===== config.mk =====
export PLATFORM = sky130hd
export DESIGN_NAME = resistive_touch_position_tracker_flat
export DESIGN_NICKNAME = d
export VERILOG_FILES = /design/src/design/rtpt_pkg.sv /design/src/design/rtpt_if.sv /design/src/design/rtpt_regs.sv /design/src/design/rtpt_front.sv /design/src/design/rtpt_back.sv /design/src/design/resistive_touch_position_tracker.sv /design/src/flat_wrapper.sv
export VERILOG_INCLUDE_DIRS = /design/src /design/src/design
export SDC_FILE = /design/constraint.sdc
export NUM_CORES = 1
export LEC_CHECK = 0
export ABC_AREA = 1
export ABC_CLOCK_PERIOD_IN_PS = 9100
export BUFFER_PORTS_ARGS = -buffer_cell sky130_fd_sc_hd__buf_2
export CORE_UTILIZATION = 50
export DETAILED_ROUTE_END_ITERATION = 6
export MAX_ROUTING_LAYER = met4
export PLACE_DENSITY = 0.68
export SYNTH_ARGS = -nofsm -noshare
export SYNTH_HDL_FRONTEND = slang
export SYNTH_HIERARCHICAL = 1
export SYNTH_SLANG_ARGS = --single-unit

===== constraint.sdc =====
create_clock -name i_clk -period 9.1 [get_ports i_clk]
set_input_delay 2.73 -clock i_clk [delete_from_list [all_inputs] [get_ports i_clk]]
set_output_delay 2.73 -clock i_clk [all_outputs]
set_load 0.05 [all_outputs]

===== src/design/resistive_touch_position_tracker_macros.svh =====
// ============================================================================
// Touch tracker assertion macros
// Immediate-implication and next-cycle-implication checks, compiled away
// when SYNTH is defined.
// ============================================================================
`ifndef RESISTIVE_TOUCH_POSITION_TRACKER_MACROS_SVH
`define RESISTIVE_TOUCH_POSITION_TRACKER_MACROS_SVH
`ifndef SYNTH
// same-cycle implication
`define RTPT_ASSERT_IMP(lbl, clk, rst_n, ante, cons, msg) \
    lbl: assert property (@(posedge clk) disable iff (!rst_n) (ante) |-> (cons)) \
        else $error(msg);
// next-cycle implication
`define RTPT_ASSERT_NXT(lbl, clk, rst_n, ante, cons, msg) \
    lbl: assert property (@(posedge clk) disable iff (!rst_n) (ante) |=> (cons)) \
        else $error(msg);
`else
`define RTPT_ASSERT_IMP(lbl, clk, rst_n, ante, cons, msg)
`define RTPT_ASSERT_NXT(lbl, clk, rst_n, ante, cons, msg)
`endif
`endif


===== src/design/rtpt_pkg.sv =====
// ============================================================================
// Touch tracker package
// Field widths, command, status and phase codes, register map and the
// structs passed between the tracker modules.
// ============================================================================
package rtpt_pkg;

    // field widths
    localparam int ADC_W  = 12;
    localparam int CMD_W  = 2;
    localparam int STAT_W = 3;
    localparam int COL_W  = 8;
    localparam int ROW_W  = 9;
    localparam int PH_W   = 2;

    // command codes
    localparam logic [CMD_W-1:0] CMD_SAMPLE = 2'd0;
    localparam logic [CMD_W-1:0] CMD_DOWN   = 2'd1;
    localparam logic [CMD_W-1:0] CMD_UP     = 2'd2;
    localparam logic [CMD_W-1:0] CMD_NONE   = 2'd3;

    // result status codes
    localparam logic [STAT_W-1:0] ST_OK      = 3'd0;
    localparam logic [STAT_W-1:0] ST_NOINIT  = 3'd1;
    localparam logic [STAT_W-1:0] ST_NOTOUCH = 3'd2;
    localparam logic [STAT_W-1:0] ST_OUTSIDE = 3'd3;
    localparam logic [STAT_W-1:0] ST_EVENT   = 3'd4;

    // touch phase codes
    localparam logic [PH_W-1:0] PH_IDLE = 2'd0;
    localparam logic [PH_W-1:0] PH_DOWN = 2'd1;
    localparam logic [PH_W-1:0] PH_MOVE = 2'd2;
    localparam logic [PH_W-1:0] PH_UP   = 2'd3;

    // register map
    localparam int PADDR_W   = 5;
    localparam int PDATA_W   = 32;
    localparam int REG_IDX_W = 3;
    localparam logic [REG_IDX_W-1:0] REG_ENABLED = 3'd0;
    localparam logic [REG_IDX_W-1:0] REG_X_MIN   = 3'd1;
    localparam logic [REG_IDX_W-1:0] REG_X_MAX   = 3'd2;
    localparam logic [REG_IDX_W-1:0] REG_Y_MIN   = 3'd3;
    localparam logic [REG_IDX_W-1:0] REG_Y_MAX   = 3'd4;
    localparam logic [REG_IDX_W-1:0] REG_OUTSIDE = 3'd5;

    // register reset values
    localparam logic [ADC_W-1:0] RST_X_MIN   = 12'd500;
    localparam logic [ADC_W-1:0] RST_X_MAX   = 12'd3600;
    localparam logic [ADC_W-1:0] RST_Y_MIN   = 12'd300;
    localparam logic [ADC_W-1:0] RST_Y_MAX   = 12'd3780;
    localparam logic [ADC_W-1:0] RST_OUTSIDE = 12'd3995;

    // command queue between front and back
    localparam int Q_DEPTH = 2;
    localparam int Q_PTR_W = $clog2(Q_DEPTH);
    localparam int Q_CNT_W = $clog2(Q_DEPTH + 1);

    typedef struct packed {
        logic             enabled;
        logic [ADC_W-1:0] x_cal_min;
        logic [ADC_W-1:0] x_cal_max;
        logic [ADC_W-1:0] y_cal_min;
        logic [ADC_W-1:0] y_cal_max;
        logic [ADC_W-1:0] outside_limit;
    } t_cfg;

    typedef struct packed {
        logic [CMD_W-1:0] cmd;
        logic [ADC_W-1:0] adc_x;
        logic [ADC_W-1:0] adc_y;
    } t_item;

endpackage


===== src/design/rtpt_if.sv =====
// ============================================================================
// Touch tracker channels
// Valid/ready channels for command items in and position reports out.
// ============================================================================
interface rtpt_in_if;
    logic                             valid;
    logic                             ready;
    logic [rtpt_pkg::CMD_W-1:0]       cmd;
    logic [rtpt_pkg::ADC_W-1:0]       adc_x;
    logic [rtpt_pkg::ADC_W-1:0]       adc_y;

    modport source (output valid, cmd, adc_x, adc_y, input ready);
    modport sink   (input valid, cmd, adc_x, adc_y, output ready);
endinterface

interface rtpt_out_if;
    logic                             valid;
    logic                             ready;
    logic [rtpt_pkg::STAT_W-1:0]      status;
    logic [rtpt_pkg::COL_W-1:0]       pos_x;
    logic [rtpt_pkg::ROW_W-1:0]       pos_y;
    logic [rtpt_pkg::PH_W-1:0]        touch_phase;

    modport source (output valid, status, pos_x, pos_y, touch_phase, input ready);
    modport sink   (input valid, status, pos_x, pos_y, touch_phase, output ready);
endinterface


===== src/design/rtpt_regs.sv =====
// ============================================================================
// Touch tracker register file
// APB-style calibration and enable registers, zero-wait writes and reads.
// ============================================================================
module rtpt_regs (
    input  logic                            i_clk,
    input  logic                            i_rst_n,
    input  logic                            i_psel,
    input  logic                            i_penable,
    input  logic                            i_pwrite,
    input  logic [rtpt_pkg::PADDR_W-1:0]    i_paddr,
    input  logic [rtpt_pkg::PDATA_W-1:0]    i_pwdata,
    output logic [rtpt_pkg::PDATA_W-1:0]    o_prdata,
    output logic                            o_pready,
    output rtpt_pkg::t_cfg                  o_cfg
);
    localparam int ADC_W   = rtpt_pkg::ADC_W;
    localparam int PDATA_W = rtpt_pkg::PDATA_W;

    rtpt_pkg::t_cfg                    r_cfg;
    logic [rtpt_pkg::REG_IDX_W-1:0]    w_idx;
    logic                              w_wr;

    assign w_idx    = i_paddr[rtpt_pkg::PADDR_W-1:2];
    assign w_wr     = i_psel && i_penable && i_pwrite;
    assign o_pready = 1'b1;
    assign o_cfg    = r_cfg;

    // register writes
    always_ff @(posedge i_clk) begin
        if (!i_rst_n) begin
            r_cfg.enabled       <= 1'b0;
            r_cfg.x_cal_min     <= rtpt_pkg::RST_X_MIN;
            r_cfg.x_cal_max     <= rtpt_pkg::RST_X_MAX;
            r_cfg.y_cal_min     <= rtpt_pkg::RST_Y_MIN;
            r_cfg.y_cal_max     <= rtpt_pkg::RST_Y_MAX;
            r_cfg.outside_limit <= rtpt_pkg::RST_OUTSIDE;
        end else if (w_wr) begin
            unique case (w_idx)
                rtpt_pkg::REG_ENABLED: r_cfg.enabled       <= i_pwdata[0];
                rtpt_pkg::REG_X_MIN:   r_cfg.x_cal_min     <= i_pwdata[ADC_W-1:0];
                rtpt_pkg::REG_X_MAX:   r_cfg.x_cal_max     <= i_pwdata[ADC_W-1:0];
                rtpt_pkg::REG_Y_MIN:   r_cfg.y_cal_min     <= i_pwdata[ADC_W-1:0];
                rtpt_pkg::REG_Y_MAX:   r_cfg.y_cal_max     <= i_pwdata[ADC_W-1:0];
                rtpt_pkg::REG_OUTSIDE: r_cfg.outside_limit <= i_pwdata[ADC_W-1:0];
                default: ;
            endcase
        end
    end

    // read mux
    always_comb begin
        unique case (w_idx)
            rtpt_pkg::REG_ENABLED: o_prdata = PDATA_W'(r_cfg.enabled);
            rtpt_pkg::REG_X_MIN:   o_prdata = PDATA_W'(r_cfg.x_cal_min);
            rtpt_pkg::REG_X_MAX:   o_prdata = PDATA_W'(r_cfg.x_cal_max);
            rtpt_pkg::REG_Y_MIN:   o_prdata = PDATA_W'(r_cfg.y_cal_min);
            rtpt_pkg::REG_Y_MAX:   o_prdata = PDATA_W'(r_cfg.y_cal_max);
            rtpt_pkg::REG_OUTSIDE: o_prdata = PDATA_W'(r_cfg.outside_limit);
            default:               o_prdata = '0;
        endcase
    end

endmodule


===== src/design/rtpt_front.sv =====
// ============================================================================
// Touch tracker front end
// Takes command items, drops the unused command code and queues the rest
// for the back end in a two-entry queue.
// ============================================================================
`include "resistive_touch_position_tracker_macros.svh"

module rtpt_front (
    input  logic            i_clk,
    input  logic            i_rst_n,
    rtpt_in_if.sink         i_in,
    output rtpt_pkg::t_item o_head,
    output logic            o_head_valid,
    input  logic            i_pop
);
    localparam int Q_DEPTH = rtpt_pkg::Q_DEPTH;
    localparam int Q_PTR_W = rtpt_pkg::Q_PTR_W;
    localparam int Q_CNT_W = rtpt_pkg::Q_CNT_W;

    rtpt_pkg::t_item        r_mem [Q_DEPTH];
    logic [Q_PTR_W-1:0]     r_wr_ptr;
    logic [Q_PTR_W-1:0]     r_rd_ptr;
    logic [Q_CNT_W-1:0]     r_count;
    logic                   w_push;

    // unused command code is taken and dropped here
    assign i_in.ready   = (r_count != Q_CNT_W'(Q_DEPTH));
    assign w_push       = i_in.valid && i_in.ready && (i_in.cmd != rtpt_pkg::CMD_NONE);
    assign o_head       = r_mem[r_rd_ptr];
    assign o_head_valid = (r_count != '0);

    // queue storage
    always_ff @(posedge i_clk) begin
        if (w_push) begin
            r_mem[r_wr_ptr] <= '{cmd: i_in.cmd, adc_x: i_in.adc_x, adc_y: i_in.adc_y};
        end
    end

    // pointers and fill count
    always_ff @(posedge i_clk) begin
        if (!i_rst_n) begin
            r_wr_ptr <= '0;
            r_rd_ptr <= '0;
            r_count  <= '0;
        end else begin
            if (w_push) begin
                r_wr_ptr <= r_wr_ptr + 1'b1;
            end
            if (i_pop) begin
                r_rd_ptr <= r_rd_ptr + 1'b1;
            end
            unique case ({w_push, i_pop})
                2'b10:   r_count <= r_count + 1'b1;
                2'b01:   r_count <= r_count - 1'b1;
                default: r_count <= r_count;
            endcase
        end
    end

    `RTPT_ASSERT_IMP(a_pop_not_empty, i_clk, i_rst_n, i_pop, r_count != '0, "pop from empty queue")
    `RTPT_ASSERT_IMP(a_count_bound, i_clk, i_rst_n, 1'b1, r_count <= Q_CNT_W'(Q_DEPTH), "queue overfilled")

endmodule


===== src/design/rtpt_back.sv =====
// ============================================================================
// Touch tracker back end
// Executes queued commands: touch phase tracking, sample rejection, and
// clamp, scale and serial divide of both coordinates; holds the result
// register of the output channel.
// ============================================================================
`include "resistive_touch_position_tracker_macros.svh"

module rtpt_back #(
    parameter int SCREEN_WIDTH  = 240,
    parameter int SCREEN_HEIGHT = 320
) (
    input  logic            i_clk,
    input  logic            i_rst_n,
    input  rtpt_pkg::t_cfg  i_cfg,
    input  rtpt_pkg::t_item i_head,
    input  logic            i_head_valid,
    output logic            o_pop,
    rtpt_out_if.source      o_out
);
    localparam int ADC_W    = rtpt_pkg::ADC_W;
    localparam int COL_W    = rtpt_pkg::COL_W;
    localparam int ROW_W    = rtpt_pkg::ROW_W;
    localparam int STAT_W   = rtpt_pkg::STAT_W;
    localparam int PH_W     = rtpt_pkg::PH_W;
    localparam int SIZE_MAX = (SCREEN_WIDTH > SCREEN_HEIGHT) ? SCREEN_WIDTH : SCREEN_HEIGHT;
    // quotient never exceeds the screen size, so this many divide steps
    localparam int SIZE_W   = $clog2(SIZE_MAX + 1);
    localparam int PROD_W   = ADC_W + SIZE_W;
    localparam int CNT_W    = $clog2(SIZE_W);
    localparam logic [SIZE_W-1:0] SIZE_X = SIZE_W'(SCREEN_WIDTH);
    localparam logic [SIZE_W-1:0] SIZE_Y = SIZE_W'(SCREEN_HEIGHT);
    localparam logic [CNT_W-1:0]  CNT_LAST = CNT_W'(SIZE_W - 1);

    typedef enum logic [2:0] {S_IDLE, S_PREP, S_MUL, S_DIV, S_EMIT} t_state;

    // sequencer and tracking state
    t_state              r_state;
    logic                r_axis;
    logic [CNT_W-1:0]    r_cnt;
    logic [PH_W-1:0]     r_phase;
    logic [COL_W-1:0]    r_last_col;
    logic [ROW_W-1:0]    r_last_row;
    logic                r_has_point;
    // datapath
    logic [ADC_W-1:0]    r_ax;
    logic [ADC_W-1:0]    r_ay;
    logic [ADC_W-1:0]    r_diff;
    logic [ADC_W-1:0]    r_div;
    logic [ADC_W-1:0]    r_rem;
    logic [SIZE_W-1:0]   r_quo;
    logic [SIZE_W-1:0]   r_qx;
    logic [SIZE_W-1:0]   r_qy;
    // result register
    logic                r_out_valid;
    logic [STAT_W-1:0]   r_out_status;
    logic [COL_W-1:0]    r_out_x;
    logic [ROW_W-1:0]    r_out_y;
    logic [PH_W-1:0]     r_out_phase;

    logic                w_out_free;
    logic                w_compute;
    logic                w_imm;
    logic                w_drop;
    logic [STAT_W-1:0]   w_status;
    logic [PH_W-1:0]     w_phase_rep;
    logic [PH_W-1:0]     w_phase_nxt;
    logic                w_imm_load;
    logic                w_emit_load;
    logic                w_load;
    logic [ADC_W-1:0]    w_raw;
    logic [ADC_W-1:0]    w_lo;
    logic [ADC_W-1:0]    w_hi;
    logic [ADC_W-1:0]    w_clamp;
    logic                w_empty;
    logic [SIZE_W-1:0]   w_size;
    logic [PROD_W-1:0]   w_prod;
    logic [ADC_W:0]      w_trial;
    logic [ADC_W-1:0]    w_sub;
    logic                w_ge;
    logic [ADC_W-1:0]    w_rem_nxt;
    logic [SIZE_W-1:0]   w_quo_nxt;
    logic                w_axis_fin;
    logic [SIZE_W-1:0]   w_axis_q;

    assign w_out_free = !r_out_valid || o_out.ready;

    // classify the head command against the current touch state
    always_comb begin
        w_compute   = 1'b0;
        w_imm       = 1'b0;
        w_drop      = 1'b0;
        w_status    = rtpt_pkg::ST_EVENT;
        w_phase_rep = r_phase;
        w_phase_nxt = r_phase;
        unique case (i_head.cmd)
            rtpt_pkg::CMD_SAMPLE: begin
                priority if (!i_cfg.enabled) begin
                    w_imm    = 1'b1;
                    w_status = rtpt_pkg::ST_NOINIT;
                end else if (r_phase == rtpt_pkg::PH_IDLE) begin
                    w_imm    = 1'b1;
                    w_status = rtpt_pkg::ST_NOTOUCH;
                end else if (i_head.adc_x > i_cfg.outside_limit) begin
                    w_imm    = 1'b1;
                    w_status = rtpt_pkg::ST_OUTSIDE;
                end else begin
                    w_compute = 1'b1;
                end
            end
            rtpt_pkg::CMD_DOWN: begin
                w_imm = 1'b1;
                if (r_phase == rtpt_pkg::PH_IDLE) begin
                    w_phase_nxt = rtpt_pkg::PH_DOWN;
                end
                w_phase_rep = w_phase_nxt;
            end
            rtpt_pkg::CMD_UP: begin
                w_imm       = 1'b1;
                w_phase_nxt = rtpt_pkg::PH_IDLE;
                w_phase_rep = r_has_point ? rtpt_pkg::PH_UP : rtpt_pkg::PH_IDLE;
            end
            default: begin
                w_drop = 1'b1;
            end
        endcase
    end

    assign w_imm_load  = (r_state == S_IDLE) && i_head_valid && w_imm && w_out_free;
    assign w_emit_load = (r_state == S_EMIT) && w_out_free;
    assign w_load      = w_imm_load || w_emit_load;
    assign o_pop       = (r_state == S_IDLE) && i_head_valid
                         && (w_compute || w_drop || (w_imm && w_out_free));

    // clamp to the calibration window of the current axis
    always_comb begin
        w_raw   = r_axis ? r_ay : r_ax;
        w_lo    = r_axis ? i_cfg.y_cal_min : i_cfg.x_cal_min;
        w_hi    = r_axis ? i_cfg.y_cal_max : i_cfg.x_cal_max;
        w_empty = (w_hi <= w_lo);
        priority if (w_raw < w_lo) begin
            w_clamp = w_lo;
        end else if (w_raw > w_hi) begin
            w_clamp = w_hi;
        end else begin
            w_clamp = w_raw;
        end
    end

    // scale by screen size
    assign w_size = r_axis ? SIZE_Y : SIZE_X;
    assign w_prod = PROD_W'(r_diff) * PROD_W'(w_size);

    // one restoring divide step; remainder stays below the divisor
    assign w_trial   = {r_rem, r_quo[SIZE_W-1]};
    assign w_ge      = (w_trial >= {1'b0, r_div});
    assign w_sub     = w_trial[ADC_W-1:0] - r_div;
    assign w_rem_nxt = w_ge ? w_sub : w_trial[ADC_W-1:0];
    assign w_quo_nxt = {r_quo[SIZE_W-2:0], w_ge};

    // axis finished: empty window or last divide step
    always_comb begin
        w_axis_fin = 1'b0;
        w_axis_q   = '0;
        if ((r_state == S_PREP) && w_empty) begin
            w_axis_fin = 1'b1;
        end else if ((r_state == S_DIV) && (r_cnt == CNT_LAST)) begin
            w_axis_fin = 1'b1;
            w_axis_q   = w_quo_nxt;
        end
    end

    // sequencer, tracking state and result register
    always_ff @(posedge i_clk) begin
        if (!i_rst_n) begin
            r_state     <= S_IDLE;
            r_axis      <= 1'b0;
            r_cnt       <= '0;
            r_phase     <= rtpt_pkg::PH_IDLE;
            r_last_col  <= '0;
            r_last_row  <= '0;
            r_has_point <= 1'b0;
            r_out_valid <= 1'b0;
        end else begin
            if (w_load) begin
                r_out_valid <= 1'b1;
                if (w_emit_load) begin
                    r_out_status <= rtpt_pkg::ST_OK;
                    r_out_x      <= COL_W'(r_qx);
                    r_out_y      <= ROW_W'(r_qy);
                    r_out_phase  <= r_phase;
                end else begin
                    r_out_status <= w_status;
                    r_out_x      <= r_last_col;
                    r_out_y      <= r_last_row;
                    r_out_phase  <= w_phase_rep;
                end
            end else if (r_out_valid && o_out.ready) begin
                r_out_valid <= 1'b0;
            end

            unique case (r_state)
                S_IDLE: begin
                    if (o_pop) begin
                        if (w_compute) begin
                            r_ax    <= i_head.adc_x;
                            r_ay    <= i_head.adc_y;
                            r_axis  <= 1'b0;
                            r_state <= S_PREP;
                        end else begin
                            r_phase <= w_phase_nxt;
                        end
                    end
                end
                S_PREP: begin
                    r_diff <= w_hi - w_clamp;
                    r_div  <= w_hi - w_lo;
                    // empty window finishes the axis below
                    if (!w_empty) begin
                        r_state <= S_MUL;
                    end
                end
                S_MUL: begin
                    r_rem   <= w_prod[PROD_W-1:SIZE_W];
                    r_quo   <= w_prod[SIZE_W-1:0];
                    r_cnt   <= '0;
                    r_state <= S_DIV;
                end
                S_DIV: begin
                    r_rem <= w_rem_nxt;
                    r_quo <= w_quo_nxt;
                    r_cnt <= r_cnt + 1'b1;
                end
                S_EMIT: begin
                    if (w_out_free) begin
                        r_last_col  <= COL_W'(r_qx);
                        r_last_row  <= ROW_W'(r_qy);
                        r_has_point <= 1'b1;
                        r_phase     <= rtpt_pkg::PH_MOVE;
                        r_state     <= S_IDLE;
                    end
                end
                default: r_state <= S_IDLE;
            endcase

            // store the coordinate and move on to the next axis or the report
            if (w_axis_fin) begin
                if (!r_axis) begin
                    r_qx    <= w_axis_q;
                    r_axis  <= 1'b1;
                    r_state <= S_PREP;
                end else begin
                    r_qy    <= w_axis_q;
                    r_state <= S_EMIT;
                end
            end
        end
    end

    assign o_out.valid       = r_out_valid;
    assign o_out.status      = r_out_status;
    assign o_out.pos_x       = r_out_x;
    assign o_out.pos_y       = r_out_y;
    assign o_out.touch_phase = r_out_phase;

    `RTPT_ASSERT_IMP(a_load_free, i_clk, i_rst_n, w_load, w_out_free, "result overwritten")
    `RTPT_ASSERT_IMP(a_rem_below_div, i_clk, i_rst_n, r_state == S_DIV,
                     r_rem < r_div, "divider remainder out of range")
    `RTPT_ASSERT_IMP(a_quo_range, i_clk, i_rst_n, r_state == S_EMIT,
                     (r_qx <= SIZE_X) && (r_qy <= SIZE_Y), "scaled position beyond screen")
    `RTPT_ASSERT_NXT(a_sample_moves, i_clk, i_rst_n, w_emit_load,
                     (r_phase == rtpt_pkg::PH_MOVE) && r_has_point,
                     "sample report did not update phase")

endmodule


===== src/design/resistive_touch_position_tracker.sv =====
// ============================================================================
// Resistive touch position tracker
// Follows a pen through down/up events and raw X/Y samples, reporting a
// status, the touch phase and the calibrated pixel position per command.
// ============================================================================
//  Channel   Dir  Handshake              Payload
//  i_in      in   valid/ready            cmd, adc_x, adc_y
//  o_out     out  valid/ready            status, pos_x, pos_y, touch_phase
//  APB       in   psel/penable/pready    paddr, pwdata, prdata
//
//  Pen events and rejected samples are answered from the back end's idle state;
//  accepted samples clamp, scale and divide X, then Y, in the shared
//  one-bit-per-cycle divider over the bits of the larger screen size.
//  A two-entry queue keeps taking commands while the back end works,
//  until it is full; a held result stalls only the back end. Reset is
//  synchronous, no clearing pass. Command code 3 is taken and gives no result.
// ============================================================================
module resistive_touch_position_tracker #(
    parameter int SCREEN_WIDTH  = 240,
    parameter int SCREEN_HEIGHT = 320
) (
    input  logic                            i_clk,
    input  logic                            i_rst_n,
    rtpt_in_if.sink                         i_in,
    rtpt_out_if.source                      o_out,
    input  logic                            psel,
    input  logic                            penable,
    input  logic                            pwrite,
    input  logic [rtpt_pkg::PADDR_W-1:0]    paddr,
    input  logic [rtpt_pkg::PDATA_W-1:0]    pwdata,
    output logic [rtpt_pkg::PDATA_W-1:0]    prdata,
    output logic                            pready
);
    rtpt_pkg::t_cfg  w_cfg;
    rtpt_pkg::t_item w_head;
    logic            w_head_valid;
    logic            w_pop;

    // configuration registers
    rtpt_regs u_regs (
        .i_clk     (i_clk),
        .i_rst_n   (i_rst_n),
        .i_psel    (psel),
        .i_penable (penable),
        .i_pwrite  (pwrite),
        .i_paddr   (paddr),
        .i_pwdata  (pwdata),
        .o_prdata  (prdata),
        .o_pready  (pready),
        .o_cfg     (w_cfg)
    );

    // command intake and queue
    rtpt_front u_front (
        .i_clk        (i_clk),
        .i_rst_n      (i_rst_n),
        .i_in         (i_in),
        .o_head       (w_head),
        .o_head_valid (w_head_valid),
        .i_pop        (w_pop)
    );

    // command execution and result register
    rtpt_back #(
        .SCREEN_WIDTH  (SCREEN_WIDTH),
        .SCREEN_HEIGHT (SCREEN_HEIGHT)
    ) u_back (
        .i_clk        (i_clk),
        .i_rst_n      (i_rst_n),
        .i_cfg        (w_cfg),
        .i_head       (w_head),
        .i_head_valid (w_head_valid),
        .o_pop        (w_pop),
        .o_out        (o_out)
    );

endmodule


===== src/flat_wrapper.sv =====
// flat-port wrapper written by rule: the top's interface ports become plain ports
module resistive_touch_position_tracker_flat 
#(
    parameter int SCREEN_WIDTH  = 240,
    parameter int SCREEN_HEIGHT = 320
)
  (i_clk, i_rst_n, psel, penable, pwrite, paddr, pwdata, prdata, pready, i_in_valid, i_in_cmd, i_in_adc_x, i_in_adc_y, i_in_ready, o_out_valid, o_out_status, o_out_pos_x, o_out_pos_y, o_out_touch_phase, o_out_ready);
  rtpt_in_if i_in_i ();
  rtpt_out_if o_out_i ();
  input  logic i_clk;
  input  logic i_rst_n;
  input  logic psel;
  input  logic penable;
  input  logic pwrite;
  input  logic [rtpt_pkg::PADDR_W-1:0] paddr;
  input  logic [rtpt_pkg::PDATA_W-1:0] pwdata;
  output logic [rtpt_pkg::PDATA_W-1:0] prdata;
  output logic pready;
  input wire logic [$bits(i_in_i.valid)-1:0] i_in_valid;
  input wire logic [$bits(i_in_i.cmd)-1:0] i_in_cmd;
  input wire logic [$bits(i_in_i.adc_x)-1:0] i_in_adc_x;
  input wire logic [$bits(i_in_i.adc_y)-1:0] i_in_adc_y;
  output wire logic [$bits(i_in_i.ready)-1:0] i_in_ready;
  output wire logic [$bits(o_out_i.valid)-1:0] o_out_valid;
  output wire logic [$bits(o_out_i.status)-1:0] o_out_status;
  output wire logic [$bits(o_out_i.pos_x)-1:0] o_out_pos_x;
  output wire logic [$bits(o_out_i.pos_y)-1:0] o_out_pos_y;
  output wire logic [$bits(o_out_i.touch_phase)-1:0] o_out_touch_phase;
  input wire logic [$bits(o_out_i.ready)-1:0] o_out_ready;
  assign i_in_i.valid = i_in_valid;
  assign i_in_i.cmd = i_in_cmd;
  assign i_in_i.adc_x = i_in_adc_x;
  assign i_in_i.adc_y = i_in_adc_y;
  assign i_in_ready = i_in_i.ready;
  assign o_out_valid = o_out_i.valid;
  assign o_out_status = o_out_i.status;
  assign o_out_pos_x = o_out_i.pos_x;
  assign o_out_pos_y = o_out_i.pos_y;
  assign o_out_touch_phase = o_out_i.touch_phase;
  assign o_out_i.ready = o_out_ready;
  resistive_touch_position_tracker #(.SCREEN_WIDTH(SCREEN_WIDTH), .SCREEN_HEIGHT(SCREEN_HEIGHT)) u_core (.i_clk(i_clk), .i_rst_n(i_rst_n), .i_in(i_in_i), .o_out(o_out_i), .psel(psel), .penable(penable), .pwrite(pwrite), .paddr(paddr), .pwdata(pwdata), .prdata(prdata), .pready(pready));
endmodule

# Word level (Yosys, flattened, before mapping)
# Memories as Yosys holds them, arrays and structs flattened. A register that Yosys moved wholly into a read port is not among the register bits.
# Index checks and enable logic that the tools add are counted.
dict set report classes {
  eq_ne 25
  magnitude_cmp 5
  muxes 58
  addsub 8
  reduce_logical 46
  n_bitwise 3
  n_mul 1
}
# op n
set op_table {}
lappend op_table {{$mux W12} 6}
lappend op_table {{$pmux W12 S6} 1}
lappend op_table {{$mux W9} 4}
lappend op_table {{$sub A12 B12 Y12} 3}
lappend op_table {{$mux W3} 10}
lappend op_table {{$gt A12 B12 Y1} 2}
lappend op_table {{$pmux W12 S2} 1}
lappend op_table {{$mul A12 B9 Y21} 1}
lappend op_table {{$mux W1} 21}
lappend op_table {{$reduce_and A2 Y1} 10}
lappend op_table {{$pmux W9 S2} 1}
lappend op_table {{$pmux W2 S2} 4}
lappend op_table {{$pmux W3 S5} 1}
lappend op_table {{$ge A13 B12 Y1} 1}
lappend op_table {{$logic_and A1 B1 Y1} 13}
lappend op_table {{$eq A3 B2 Y1 const B} 4}
lappend op_table {{$le A12 B12 Y1} 1}
lappend op_table {{$lt A12 B12 Y1} 1}
lappend op_table {{$mux W2} 6}
lappend op_table {{$ne A2 B2 Y1 const B} 5}
lappend op_table {{$reduce_and A5 Y1} 2}
lappend op_table {{$reduce_bool A2 Y1} 5}
lappend op_table {{$eq A3 B3 Y1 const B} 3}
lappend op_table {{$ne A3 B3 Y1 const B} 3}
lappend op_table {{other kinds (23)} 37}
dict set report word_totals {
  word_cells 178
  input_bits 70
  mem_count 1
  output_inout_bits 57
  reg_bits 202
  ramBits 52
}
# memory depth width read_ports rd_clocked_by_memory_dff wr line
set mem_list {}
lappend mem_list {u_core.u_front.r_mem 2 26 1 1 1 rtpt_front.sv:20} ;# rtpt_pkg::t_item r_mem [Q_DEPTH];

# Longest topological paths before layout
dict set report logic_depth {
  word_depth 12
  ltp_mapped 29
  mapped_depth_nobuf 27
}

# Modules after synthesis
# Netlist, hierarchy kept.
# mod cells_each area_each_um2 instances seq_area_each_um2
set modules_own_cells {}
lappend modules_own_cells {rtpt_back 1152 10182.3 1 3823.7}
lappend modules_own_cells {rtpt_regs 496 3158.0 1 1221.2}
lappend modules_own_cells {rtpt_front 120 2224.6 1 1661.6}

# Least setup slack after synthesis
# Ideal clock, no wire load.
dict set report synth_timing {
  path_type {input port to output port}
  startpoint {input paddr[2] (netlist name)}
  endpoint {output prdata[3] (netlist name)}
  setup_slack_ns 2.590
  stages 6
  arrival_time_ns 3.780
  n_path_buf 2
  t_required_ns 6.370
  path_cell_list {buf_4 buf_1 nand4_1 nand2_1 inv_1 nand3_1}
}
dict set report synth_via {
  elab_chain_cells 2
  word_cells_on_any_way 7
  classes_between {5 x eq/ne; 1 x mux; 1 x reduce/logical}
}
# item line
set synth_rtl {}
lappend synth_rtl {{start: declaration} flat_wrapper.sv:15} ;# input logic [rtpt_pkg::PADDR_W-1:0] paddr;
lappend synth_rtl {{$eq A3 B3 Y1, or another cell as far along} rtpt_regs.sv:53} ;# unique case (w_idx)
lappend synth_rtl {{$pmux W12 S6 *} rtpt_regs.sv:53}
lappend synth_rtl {{end: declaration} flat_wrapper.sv:17} ;# output logic [rtpt_pkg::PDATA_W-1:0] prdata;
# Mark *: on every way between the ends. The rest lies on a longest branch, timed or not.

# Worst setup path after layout
dict set report layout_timing {
  startpoint {input paddr[3] (netlist name)}
  endpoint {output prdata[3] (netlist name)}
}
# Same word-level chain as after synthesis.

==> metrics.md <==
| Metric | Value |
|---|---|
| Die area | 31840 µm² |
| Final setup fails | 0 |
| Initial antenna violation count | 0 |
| Total power | 2.913 mW |
| Ports | 127 |
| CP required | 6370 ps |
| Die Y | 178.4 µm |
| Sequential share of the synthesized area | 43.09% |
| TritonCTS clock tree | built |
| Post-synthesis adder-cell area fraction | 13.70% |
| First DRT Iteration DRCs | 734 |
| Util after Layout | 55.57% |
| Final-report hold violation count | 0 |
| Root buffer cell | clkbuf_16 |
| PnR worst setup slack | 1653 ps |
| Post-synthesis mux area share | 3.006% |
| Clock insertion delay at the later pin of the skew report | 570 ps |
| Crit path launch type | primary input |
| Compound-Gate Fraction of Synth Area | 9.011% |
| Cts bufs inserted | 29 |
| H-tree depth | 1 |
| Crit Path Category | in -> out |
| RSZ-0062 raised after global routing | no |
| CTS resizes | 0 |
| Hold crit path type | reg -> reg |
| Final ANT Viol Nets | 0 |
| Number of inserted diodes | 0 |
| Synth async-reset ratio | 0% |
| Hold buffers post-CTS | 0 |
| Area Overhead vs Synth | 9.212% |
| Max FO, Critical Path | 16 |
| GP Congestion | 0.9059 |
| Initial Utilization | 50.88% |
| Vias in the first global route | 11180 |
| Dominant cell type by area after synthesis | edfxtp_1 |
| Max clock buf depth | 3 |
| I/O Buffers | 83 |
| Synth unique cells | 58 |
| Worst Tran Pin Value | 1147 ps |
| Max cap viols | 0 |
| Final period util | 81.84% |
| Post-Synth XOR/XNOR Area | 1.857% |
| Syn Area/Cell | 8.804 µm² |
| Post-synth EDFFs | 160 |
| Yosys top cell area share | 30.87% |
| Prevailing post-synth register cell | edfxtp_1 |
| Via count | 11700 |
| Peak VDD IR | 0.1499 mV |
| Netlist Area Pre-Place | 15560 µm² |
| Mapped Cells | 1768 |
| Slew Viols, Final | 0 |
| Nets@finish | 2047 |
| Total gr overflow | 0 |
| Drt total wl | 34250 µm |
| Finished Cell Area | 17000 µm² |
| CTS Sinks | 255 |
| Placed inst area | 16090 µm² |
| Fillers | 2769 |
| Post-DR wirelength/cell | 15.30 µm |
| Routed vias/inst | 5.230 |
| Largest net degree at the start of global routing | 72 |
| Synth Warn # | 6 |
| R2R Setup Slk | 4050 ps |
| Status | completed |
| First-pass GRT wire length | 55260 µm |
| DRT Pass-1 Iters | 5 |
| All-layer global routing usage | 22.45% |
| HPWL Detailed | 25290 µm |
| DRC Markers | 0 |
| Die Span X | 178.4 µm |
| Fin Setup TNS | 0 ps |
| Clk slew on worst S/H paths | 60 ps |
| Placed cell count | 2186 |
| Nature of the critical path endpoint | output pin |
| Largest family of logic cells by synthesized area | simple AND/OR/NAND/NOR gates |
| Worst slew margin | 23.48% |
| Synthesized flop and latch total | 255 |
| Max Clock Skew | 33.25 ps |
| Arr. time, crit path | 4720 ps |
| Pwr Density | 171.4 nW/µm² |
| # rows | 64 |
| Simple-gate share of the synthesized area | 19.99% |
| Setup WS pre-CTS | 1772 ps |
| Hold slack | 462.3 ps |
| Minimum clock period | 7447 ps |
| Top area cells in the synthesized netlist | edfxtp_1, dfxtp_1, ha_1 |
| Layout cells sized above 1 | 12.54% |
| Post-CTS Setup Bufs | 0 |
| Area of the core | 30590 µm² |
| Final Instance Count excl. Fillers | 2238 |
| LEAKAGE | 7.902 nW |
| FMAX | 0.1343 GHz |
==> flip-flops by register name, summed over array words and instances (netlist names), 8 cells and up, named ones only <==
name / cells
u_core/u_back/o_out.pos_x: 8
u_core/u_back/r_diff: 12
u_core/u_back/r_last_row: 9
u_core/u_back/r_div: 12
u_core/u_front/r_mem: 52
u_core/u_back/r_qx: 8
u_core/u_back/r_ay: 12
u_core/u_back/r_quo: 9
u_core/u_back/r_rem: 12
u_core/u_regs/o_cfg: 61
u_core/u_back/r_ax: 12
u_core/u_back/r_qy: 9
u_core/u_back/r_last_col: 8
u_core/u_back/o_out.pos_y: 9
==> layer usage <==
layer	vias up	track usage [%]	part of all wire [%]
li1	5932	-	-
met1	5413	28.47	44
met2	294	36.47	47
met3	65	2.877	4.8
met4	0	8.686	3.9
met5	-	-	0
==> critical path, cell delays in order <==
cell and delay [ps]:
buf_2 150, inv_2 280, nand2_1 80, nor2_1 840
nand2_1 110, nand3_1 210, buf_2 300
==> Yosys cell counts (25+ instances only) <==
library cell / instances
nand4_1: 29
clkbuf_1: 28
buf_4: 25
ha_1: 132
nand3_1: 111
o21ai_0: 59
nor2_1: 191
edfxtp_1: 160
xor2_1: 25
dfxtp_1: 95
or2_2: 30
a21oi_1: 98
nand2_1: 312
inv_1: 239
==> placed cells by master (no fill, tap or decap), drive strengths merged, types with 20 or more instances in the layout <==
| cell | count |
|---|---|
| or2 | 32 |
| a211oi | 20 |
| inv | 246 |
| nand4 | 30 |
| xor2 | 25 |
| conb | 22 |
| nand3 | 120 |
| mux2 | 26 |
| nand2 | 316 |
| o21ai | 73 |
| nor2 | 201 |
| buf | 90 |
| dfxtp | 95 |
| clkbuf | 33 |
| ha | 132 |
| a21oi | 99 |
| edfxtp | 160 |
| fa | 24 |
==> layout make-up <==
| class | count | area [µm²] | share of cell area [%] |
|---|---|---|---|
| flip-flops and latches | 255 | 6708 | 39.46 |
| multi-input cells | 1200 | 7505 | 44.15 |
| well taps | 396 | 495.5 | 2.915 |
| inverters | 245 | 919.6 | 5.410 |
| clock buffers | 33 | 760.7 | 4.475 |
| repair buffers | 90 | 467.9 | 2.753 |
| clock inverters | 19 | 142.6 | 0.8391 |
==> power breakdown <==
part | internal (mW) | leakage (nW) | switching [mW]
sequential | 1.30 | 2.24 | 0.0205
combinational | 0.163 | 5.21 | 0.330
clock | 0.629 | 0.452 | 0.467
total | 2.10 | 7.90 | 0.818
==> logic make-up after synthesis <==
kind of cell | count (synthesis)
adder cells (fa/ha/maj) | 156
multiplexers | 36
AND/OR/NAND/NOR | 712
XOR/XNOR | 33
buffers and inverters | 332
other | 3
AO/OA/AOI/OAI | 241
flip-flops | 255
==> worst paths after layout <==
| kind | start | depth (start not counted) | endpoint |
|---|---|---|---|
| setup / recovery | paddr[3] | 7 | prdata[3] |
| hold / removal | u_core/u_back/r_cnt[3] | 1 | u_core/u_back/r_cnt[3] |
| setup reg to reg | u_core/u_back/r_axis | 19 | u_core/u_back/r_diff[11] |
| hold reg to reg | u_core/u_back/r_cnt[3] | 1 | u_core/u_back/r_cnt[3] |
No activity file was read; power rests on OpenSTA's default activity.
